==> config.mk <==
export PLATFORM = sky130hd
export DESIGN_NAME = iplpm_ctrl
export DESIGN_NICKNAME = d
export VERILOG_FILES = /design/src/rtl/iplpm_pkg.sv /design/src/rtl/iplpm_ctrl.sv
export SDC_FILE = /design/constraint.sdc
export NUM_CORES = 1
export LEC_CHECK = 0
export BUFFER_PORTS_ARGS = -buffer_cell sky130_fd_sc_hd__buf_4
export CORE_AREA = 5 5 42 44
export DETAILED_ROUTE_END_ITERATION = 16
export DIE_AREA = 0 0 47 49
export MAX_ROUTING_LAYER = met4
export PLACE_DENSITY = 0.6
export SLEW_MARGIN = 20
export SYNTH_ARGS = -nofsm -noshare
export SYNTH_HDL_FRONTEND = slang
export SYNTH_SLANG_ARGS = --single-unit
==> constraint.sdc <==
create_clock -name clk -period 2.9 [get_ports clk]
set_input_delay 0.58 -clock clk [delete_from_list [all_inputs] [get_ports clk]]
set_output_delay 0.58 -clock clk [all_outputs]
set_load 0.01 [all_outputs]
==> src/rtl/iplpm_pkg.sv <==
// Shared types and constants for the IPv4 longest-prefix-match forwarder.
`default_nettype none
package iplpm_pkg;
  localparam int unsigned AddrW = 32;
  localparam int unsigned WordW = 16;
  localparam int unsigned LenW = 6;
  localparam int unsigned VerdW = 3;
  localparam int unsigned TtlW = 8;
  localparam int unsigned SumW = 21;
  localparam int unsigned CountW = 5;
  localparam logic [CountW-1:0] WordIhl = 5'd0;
  localparam logic [CountW-1:0] WordTtl = 5'd4;
  localparam logic [CountW-1:0] WordCsum = 5'd5;
  localparam logic [CountW-1:0] WordDstHi = 5'd8;
  localparam logic [CountW-1:0] WordDstLo = 5'd9;
  localparam logic [3:0] MinIhl = 4'd5;
  localparam logic [LenW-1:0] MaxLen = 6'd32;

  typedef enum logic [VerdW-1:0] {
    V_ADDED   = 3'd0,
    V_FULL    = 3'd1,
    V_LOCAL   = 3'd2,
    V_TTL     = 3'd3,
    V_NOROUTE = 3'd4,
    V_FORWARD = 3'd5
  } verdict_t;

  typedef enum logic [2:0] {
    S_IDLE, S_CLEAR, S_ADD_RD, S_ADD_WAIT, S_ADD_STEP, S_LK_RD, S_LK_WAIT, S_LK_STEP
  } state_t;

  // Controller to datapath.
  typedef struct packed {
    logic clear_step;   // write zero to node at clear index
    logic start_add;    // latch route and reset walk
    logic start_lookup; // reset walk for lookup
    logic read_node;    // issue read of current node
    logic add_step;     // act on the read node for an add
    logic lk_step;      // act on the read node for a lookup
    logic word_in;      // take a header word
    logic finish;       // latch the result word
  } cmd_t;

  // Datapath to controller.
  typedef struct packed {
    logic clear_done;
    logic add_done;
    logic lk_done;
    logic packet_end;   // the word being taken is the last of the header
    logic pre_decided;  // local or ttl verdict, no lookup needed
  } status_t;
endpackage
`default_nettype wire

==> src/rtl/iplpm_ctrl.sv <==
// Controller state machine sequencing clear, route add and lookup.
`default_nettype none
module iplpm_ctrl (
  input  wire logic                clk,
  input  wire logic                rst,
  input  wire logic                in_valid,
  input  wire logic                in_mode,
  output      logic                in_ready,
  output      logic                out_valid,
  input  wire logic                out_ready,
  output      iplpm_pkg::cmd_t     cmd,
  input  wire iplpm_pkg::status_t  status
);
  iplpm_pkg::state_t state, state_next;
  logic out_valid_next;
  logic pending, pending_next; // a finished header waits for its verdict slot

  always_ff @(posedge clk) begin
    if (rst) begin
      state <= iplpm_pkg::S_CLEAR;
      out_valid <= 1'b0;
      pending <= 1'b0;
    end else begin
      state <= state_next;
      out_valid <= out_valid_next;
      pending <= pending_next;
    end
  end

  logic take, slot_free;
  assign slot_free = !out_valid || out_ready;
  assign take = in_valid && in_ready;

  always_comb begin
    state_next = state;
    cmd = '0;
    in_ready = 1'b0;
    pending_next = pending;
    out_valid_next = out_valid && !out_ready;
    unique case (state)
      iplpm_pkg::S_CLEAR: begin
        cmd.clear_step = 1'b1;
        if (status.clear_done) state_next = iplpm_pkg::S_IDLE;
      end
      iplpm_pkg::S_IDLE: begin
        in_ready = slot_free;
        if (take) begin
          if (!in_mode) begin
            cmd.start_add = 1'b1;
            state_next = iplpm_pkg::S_ADD_RD;
          end else begin
            cmd.word_in = 1'b1;
            if (status.packet_end) state_next = iplpm_pkg::S_LK_RD;
          end
        end
      end
      iplpm_pkg::S_ADD_RD: state_next = iplpm_pkg::S_ADD_WAIT;
      iplpm_pkg::S_ADD_WAIT: state_next = iplpm_pkg::S_ADD_STEP;
      iplpm_pkg::S_ADD_STEP: begin
        cmd.add_step = 1'b1;
        if (status.add_done) begin
          out_valid_next = 1'b1;
          state_next = iplpm_pkg::S_IDLE;
        end else state_next = iplpm_pkg::S_ADD_WAIT;
      end
      iplpm_pkg::S_LK_RD: begin
        cmd.start_lookup = 1'b1;
        state_next = iplpm_pkg::S_LK_WAIT;
      end
      iplpm_pkg::S_LK_WAIT: state_next = iplpm_pkg::S_LK_STEP;
      iplpm_pkg::S_LK_STEP: begin
        cmd.lk_step = !pending;
        if (pending || status.lk_done || status.pre_decided) begin
          pending_next = 1'b1;
          if (slot_free && (pending || status.pre_decided)) begin
            cmd.lk_step = 1'b0;
            cmd.finish = 1'b1;
            out_valid_next = 1'b1;
            pending_next = 1'b0;
            state_next = iplpm_pkg::S_IDLE;
          end
        end else state_next = iplpm_pkg::S_LK_WAIT;
      end
      default: state_next = iplpm_pkg::S_IDLE;
    endcase
  end

  a_one_cmd: assert property (@(posedge clk) disable iff (rst)
    !(cmd.add_step && cmd.lk_step)) else $error("add and lookup step together");
  a_no_take_busy: assert property (@(posedge clk) disable iff (rst)
    in_ready |-> state == iplpm_pkg::S_IDLE) else $error("ready outside idle");
  a_finish_slot: assert property (@(posedge clk) disable iff (rst)
    cmd.finish |-> slot_free) else $error("result overwrites waiting word");
endmodule
`default_nettype wire

==> results.md, run 1 <==
- Seq cells post-synth: 5
- Fin crit share: 68.2%
- Die W: 47 µm
- Detailed-placement wirelength estimate: 858 µm
- Fin nets: 84
- Starting density of the core: 30.0%
- Worst endpoint required time: 2.32 ns
- CTS Sinks: 5
- Antenna cell count: 0
- Met2 routed WL: 492 µm
- Routability cong.: 0.829
- Synth Area per Inst: 7.64 µm²
- TritonCTS clock tree: built
- Setup slack after layout: 0.923 ns
- H-tree depth: 1
- Post-DP Area: 547 µm²
- Most instantiated cells after synthesis: 7 x nor3_1, 5 x dfxtp_1, 5 x nor2_1
- RSZ-0062 raised after global routing: false
- Leading area contributor after synthesis: dfxtp_1
- Setup-failing EPs final: 0
- Die area: 2300 µm²
- Post-Syn Nets: 65
- Worst vdd ir: 263 µV
- Port bufs: 18
- Met1 Wirelength: 512 µm
- DR vias/cell: 5.02
- Met3 wire length: 38 µm
- Antenna violations before repair: 0
- Syn. warnings: 0
- Top routing layer used: met3
- Synth-to-Final Area Change: 36.6%
- Largest net degree at the start of global routing: 12
- Core Area: 1400 µm²
- DP Worst Slack: 0.987 ns
- Post-synth EDFFs: 0
- Area of the multi-input gates: 277 µm²
- Resized cells post-CTS: 0
- Post-route design area: 574 µm²
- Total global-route track usage: 11.2%
- Leak pwr: 0.251 nW
- Top FF cell, synth: dfxtp_1
- Fmax: 0.506 GHz
- Setup crit start kind: flip-flop
- Seq/Total Area, Yosys: 23.8%
- DRT antenna net count: 0
- First-pass GRT wire length: 1.88 mm
- CP endpoint kind: output port
- Rows: 14
- Clock Latency Late Sink: 0.24 ns
- Global route overflow: 0
- Hold Path Class: reg2reg
- Clk pin slew, worst setup/hold paths: 0.05 ns
- Count leader, synth: nor3_1
- P per Cell Area: 386 nW/µm²
- Max-slew violations: 0
- Clock Tree Buf Depth: 2
- Post CTS Setup Buffer Count: 0
- Critical Path AT: 1.40 ns
- Total number of vias: 447
- Worst Path Class, Setup: reg2out
- Ports: 20
- Worst-path fanout max: 11
- CTS root buf: clkbuf_4
- Iter 0 DRT Violations: 3
- Top post-synthesis cells by area: dfxtp_1 24%, nor3_1 8.3%, and3_4 5.4%
- Total negative setup slack: 0 ns
- Seq. cell area: 100 µm²
- WL per Instance: 11.7 µm
- Setup Skew: 0.00571 ns
- DRC viols: 0
- Vias in the first global route: 473
- Post-synthesis cell type count: 29
- Max_cap viols: 0
- Hold-fix buffers at CTS: 0
- Non-filler cells, final: 89
- Outcome: complete, no violations
- Layout cells sized above 1: 39.7%
- Final WL: 1.04 mm
- Fill count: 157
- Synth Instances: 55
- Endpoints failing hold: 0
- Synthesized area: 420 µm²
- Fraction of registers with async set/reset: 0%
- Number of detailed-route iterations in the first pass: 4
- Synth top area share: 23.8%
- Crit path time final: 1.98 ns
- Placed insts: 85
- CTS Buf Count: 3
- Die Ht: 49 µm
metrics by stage:
step,power [mW],utilization [%],hold WS (ns)
final,0.222,41.0,0.508
after global placement,0.146,39.0,0.500
after floorplan,0.120,-,0.466
after detailed placement,0.145,39.0,0.501
after CTS,0.227,41.0,0.508
after global routing,0.241,41.0,0.534
final timing paths:
check	startpoint	to	slack (ns)	depth (start not counted)
worst max register to register	state[0]	state[2]	1.35	4
worst max-delay path	state[0]	cmd[2]	0.92	3
worst min-delay path	pending	pending	0.51	2
worst min register to register	pending	pending	0.51	2
metal layers:
layer	up-vias	GRT usage (%)
met4	0	4.15
met3	0	4.43
met2	10	15.8
li1	238	-
met1	199	14.2
met5	-	-
where the power goes:
| part | switching, mW | total (mW) | leakage [nW] | internal (mW) |
|---|---|---|---|---|
| clock | 0.0286 | 0.0784 | 0.0177 | 0.0499 |
| combinational | 0.0290 | 0.0626 | 0.192 | 0.0337 |
| sequential | 0.00865 | 0.0808 | 0.0407 | 0.0722 |
| total | 0.0662 | 0.222 | 0.251 | 0.156 |
cell usage in the layout, fill, tap and decap left out, drive strengths merged:
master / instances
a211o: 1
a211oi: 1
a21oi: 2
a221oi: 1
a2bb2oi: 1
a31oi: 1
a41oi: 1
and2b: 1
and3: 3
buf: 18
clkbuf: 3
clkinv: 1
conb: 1
dfxtp: 5
inv: 4
nand2: 3
nand2b: 2
nand3: 3
nor2: 5
nor2b: 1
nor3: 7
o2111ai: 1
o21a: 1
o21ai: 2
o22ai: 1
o311ai: 1
o32ai: 1
or3: 1
final cells by class:
class	instances	area share (%)
repair buffers	18	23.5
clock buffers	3	3.92
inverters	4	2.61
clock inverters	1	0.871
flip-flops and latches	5	17.4
multi-input cells	42	48.1
well taps	16	3.49
cell families (layout without fill, tap and decap cells):
kind of cell           after synthesis  in the layout  share of synthesized area (%)
flip-flops                           5              5                           23.8
AND/OR/NAND/NOR                     26             26                           35.1
other                                1              1                          0.892
buffers and inverters                8             26                           10.4
AO/OA/AOI/OAI                       15             15                           29.8
registers in the layout, indices dropped and copies added (netlist names):
signal and count:
state 3, pending 1, out_valid 1
worst max-delay path, cell delays in order, from the launching register on:
cell and delay, ns:
dfxtp_1 0.54, nand3_1 0.22, a211oi_1 0.25, buf_4 0.15
(Power assumes the default switching activity.)
==> run 2, diff against run 1 <==
- clock period: 2.9 -> 2 ns (I/O delays scaled with it)
==> results.md, run 2 (synthesis results as in run 1) <==
- Iter 0 DRT Violations: 7
- Synth-to-Final Area Change: 36.3%
- Fill count: 159
- Routability cong.: 0.823
- Total negative setup slack: 0 ns
- Placed insts: 85
- Die Ht: 49 µm
- WL per Instance: 12.3 µm
- CTS root buf: clkbuf_4
- Commonest non-fill, non-tap cell in the layout: buf_4
- Max_cap viols: 0
- Hold-fix buffers at CTS: 0
- Antenna cell count: 0
- Vias in the first global route: 412
- Layout cells sized above 1: 38.4%
- Crit path time final: 1.81 ns
- TritonCTS clock tree: built
- Global route overflow: 0
- Worst Path Class, Setup: reg2out
- Cell Chain, Critical Path: nand3_1, a211oi_1, buf_4
- Worst hold margin: 0.370 ns
- DR vias/cell: 5.16
- DRT antenna net count: 0
- Max-slew violations: 0
- Total number of vias: 459
- Commonest non-fill, non-tap cells in the layout: 18 x buf_4, 7 x nor3_1, 5 x nor2_1, 5 x dfxtp_1, 4 x inv_1
- Die area: 2300 µm²
- Detailed-placement wirelength estimate: 854 µm
- Total chip power: 0.323 mW
- Fin nets: 84
- Post-route design area: 573 µm²
- Clock Tree Buf Depth: 2
- Fin crit share: 90.6%
- Starting density of the core: 30.0%
- Largest register FFs: 3
- Largest regs: state: 3 flops, out_valid: 1 flops, pending: 1 flops
- Hold Path Class: in2reg
- Number of detailed-route iterations in the first pass: 4
- Total global-route track usage: 10.2%
- Critical Path AT: 1.41 ns
- Crit path max-delay cell type: dfxtp_1
- Setup crit start kind: flip-flop
- First-pass GRT wire length: 1.66 mm
- Final WL: 1.10 mm
- CP endpoint kind: output port
- H-tree depth: 1
- CTS Buf Count: 3
- Largest Register: state
- Die W: 47 µm
- Worst vdd ir: 359 µV
- Core Area: 1400 µm²
- Non-filler cells, final: 89
- Resized cells post-CTS: 0
- Worst endpoint required time: 1.60 ns
- Ports: 20
- Antenna violations before repair: 0
- CTS Sinks: 5
- Layout Utilization: 40.9%
- Setup slack after layout: 0.187 ns
- Leak pwr: 0.248 nW
- Largest net degree at the start of global routing: 12
- Fmax: 0.552 GHz
- Setup-failing EPs final: 0
- Post-DP Area: 547 µm²
- Worst-path fanout max: 11
- Endpoints failing hold: 0
- Critical path's largest stage delay: 0.54 ns
- RSZ-0062 raised after global routing: false
- Rows: 14
- Outcome: complete, no violations
- DP Worst Slack: 0.434 ns
- Post CTS Setup Buffer Count: 0
- DRC viols: 0
- Clk pin slew, worst setup/hold paths: 0.04 ns
- P per Cell Area: 564 nW/µm²
- Clock Latency Late Sink: 0.24 ns
- Setup Skew: 0.00437 ns
- Port bufs: 18
==> run 2: cell types whose count changed in the layout (fill, tap and decap cells not counted), sizes merged <==
cell / before / now
clkbuf: 3 / 4
clkinv: 1 / 0
==> run 2: final timing paths <==
kind,start,end,slack (ns),depth (start not counted)
max,state[0],cmd[2],0.19,3
min,rst,out_valid,0.37,2
max reg2reg,state[0],state[0],0.45,4
min reg2reg,pending,pending,0.51,2
==> run 2: worst max-delay path: cells and delay by family, from the launching register on <==
kind / cells / cell delay (ns)
compound gates: 1 / 0.25
buf+inv: 1 / 0.16
flops: 1 / 0.54
simple gates: 1 / 0.22
==> run 2: area by class of cell <==
class / count / area, µm² / area share [%]
clock buffers: 4 / 26.3 / 4.59
inverters: 4 / 15.0 / 2.62
multi-input cells: 42 / 277 / 48.3
flip-flops and latches: 5 / 100 / 17.5
well taps: 16 / 20.0 / 3.49
repair buffers: 18 / 135 / 23.6
==> run 2: layer usage <==
metal | routed length [µm] | track usage, % | up-vias | part of all wire (%)
met1 | 509 | 13.6 | 206 | 46
met2 | 533 | 13.3 | 17 | 49
met4 | 0 | 5.53 | 0 | 0
li1 | - | - | 236 | -
met3 | 54 | 3.32 | 0 | 4.9
met5 | 0 | - | - | 0
==> run 2: power breakdown <==
| part | switching, mW | leakage (nW) | internal [mW] |
|---|---|---|---|
| Clock | 0.0393 | 0.0150 | 0.0753 |
| Sequential | 0.0129 | 0.0407 | 0.105 |
| Combinational | 0.0423 | 0.192 | 0.0488 |
| Total | 0.0945 | 0.248 | 0.229 |
==> run 3, diff against run 2 <==
==> constraint.sdc (replaced) <==
create_clock -name clk -period 2 [get_ports clk]
set_input_delay 0.2 -clock clk [delete_from_list [all_inputs] [get_ports clk]]
set_output_delay 0.2 -clock clk [all_outputs]
set_load 0.01 [all_outputs]
==> results.md, run 3 (synthesis results as in run 1) <==
- Max_cap viols: 0
- CTS Sinks: 5
- Worst vdd ir: 273 µV
- Iter 0 DRT Violations: 14
- Detailed-placement wirelength estimate: 876 µm
- Fin crit share: 80.6%
- Setup slack after layout: 0.387 ns
- DP Worst Slack: 0.472 ns
- DRC viols: 0
- RSZ-0062 raised after global routing: false
- Worst Path Class, Setup: reg2out
- Post-route design area: 573 µm²
- Critical path's largest stage delay: 0.53 ns
- Hold-fix buffers at CTS: 0
- Fmax: 0.620 GHz
- Port bufs: 18
- Setup crit start kind: flip-flop
- Commonest non-fill, non-tap cells in the layout: 18 x buf_4, 7 x nor3_1, 5 x nor2_1, 5 x dfxtp_1, 4 x inv_1
- Leak pwr: 0.248 nW
- Cell Chain, Critical Path: inv_1, nor3_1, buf_4
- Core Area: 1400 µm²
- Worst endpoint required time: 1.80 ns
- Max-slew violations: 0
- Setup Skew: 0.00341 ns
- Hold path cells: 2
- Global route overflow: 0
- Largest net degree at the start of global routing: 12
- Critical Path AT: 1.41 ns
- Clock Tree Buf Depth: 2
- CP endpoint kind: output port
- DR vias/cell: 5.19
- Worst hold margin: 0.163 ns
- Commonest non-fill, non-tap cell in the layout: buf_4
- Reg2Reg Depth: 4
- H-tree depth: 1
- Number of detailed-route iterations in the first pass: 4
- Post CTS Setup Buffer Count: 0
- CTS Buf Count: 3
- Layout cells sized above 1: 38.4%
- Clock Latency Late Sink: 0.25 ns
- Crit path max-delay cell type: dfxtp_1
- Rows: 14
- Crit path time final: 1.61 ns
- Worst-path fanout max: 11
- Starting density of the core: 30.0%
- Die Ht: 49 µm
- Routability cong.: 0.817
- Resized cells post-CTS: 0
- R2R Setup Slk: 0.44 ns
- Synth-to-Final Area Change: 36.3%
- Setup-failing EPs final: 0
- Largest register FFs: 3
- WL per Instance: 12.5 µm
- Fin nets: 84
- Hold Path Class: in2reg
- Vias in the first global route: 424
- Outcome: complete, no violations
- Placed insts: 85
- Worst r2r src: state[0]
- Clk pin slew, worst setup/hold paths: 0.04 ns
- CTS root buf: clkbuf_4
- DRT antenna net count: 0
- Antenna violations before repair: 0
- Final WL: 1.12 mm
- Hold Path Sink: pending
- Post-DP Area: 547 µm²
- Ports: 20
- Die W: 47 µm
- TritonCTS clock tree: built
- Total global-route track usage: 10.9%
- Endpoints failing hold: 0
- Total chip power: 0.327 mW
- First-pass GRT wire length: 1.78 mm
- Total negative setup slack: 0 ns
- Non-filler cells, final: 89
- Hold path start: rst
- Antenna cell count: 0
- R2r endpoint: state[0]
- Largest regs: state: 3 flops, out_valid: 1 flops, pending: 1 flops
- Largest Register: state
- P per Cell Area: 571 nW/µm²
- Layout Utilization: 40.9%
- Total number of vias: 462
- Die area: 2300 µm²
==> run 3: cell counts in the layout (fill, tap and decap cells not counted) <==
No cell type changed its count.
==> run 3: worst max-delay path: cells and delay by family (launching register included) <==
kind / cells / cell delay (ns)
flip-flops: 1 / 0.53
AND/OR/NAND/NOR: 1 / 0.31
buffers and inverters: 2 / 0.32
==> run 3: how the worst max path moves through the flow <==
stage | from | end | slack [ns] | cells after the start
5_1_grt | state[0] | cmd[7] | 0.28 | 3
4_1_cts | state[0] | cmd[7] | 0.41 | 3
2_1_floorplan | state[2] | state[2] | 0.55 | 5
6_report | state[0] | cmd[7] | 0.39 | 3
3_5_place_dp | state[0] | state[0] | 0.47 | 4
3_3_place_gp | state[0] | state[2] | 0.51 | 4
==> run 3: report_power, final <==
part / total [mW] / internal (mW) / switching, mW
Combinational: 0.0923 / 0.0488 / 0.0435
Sequential: 0.117 / 0.105 / 0.0123
Clock: 0.118 / 0.0755 / 0.0423
==> run 3: area by class of cell <==
| cell class | instances | area, µm² |
|---|---|---|
| clock buffer | 4 | 26.3 |
| fill | 156 | 828 |
| inverter | 4 | 15.0 |
| multi-input combinational | 42 | 277 |
| sequential | 5 | 100 |
| tap | 16 | 20.0 |
| timing repair buffer | 18 | 135 |
==> run 3: routing by layer <==
metal | vias to the layer above | wire length, µm | global-route usage, %
li1 | 239 | - | -
met1 | 201 | 481 | 12.9
met2 | 19 | 541 | 15.4
met3 | 3 | 70 | 2.21
met4 | 0 | 22 | 8.29
met5 | - | 0 | -
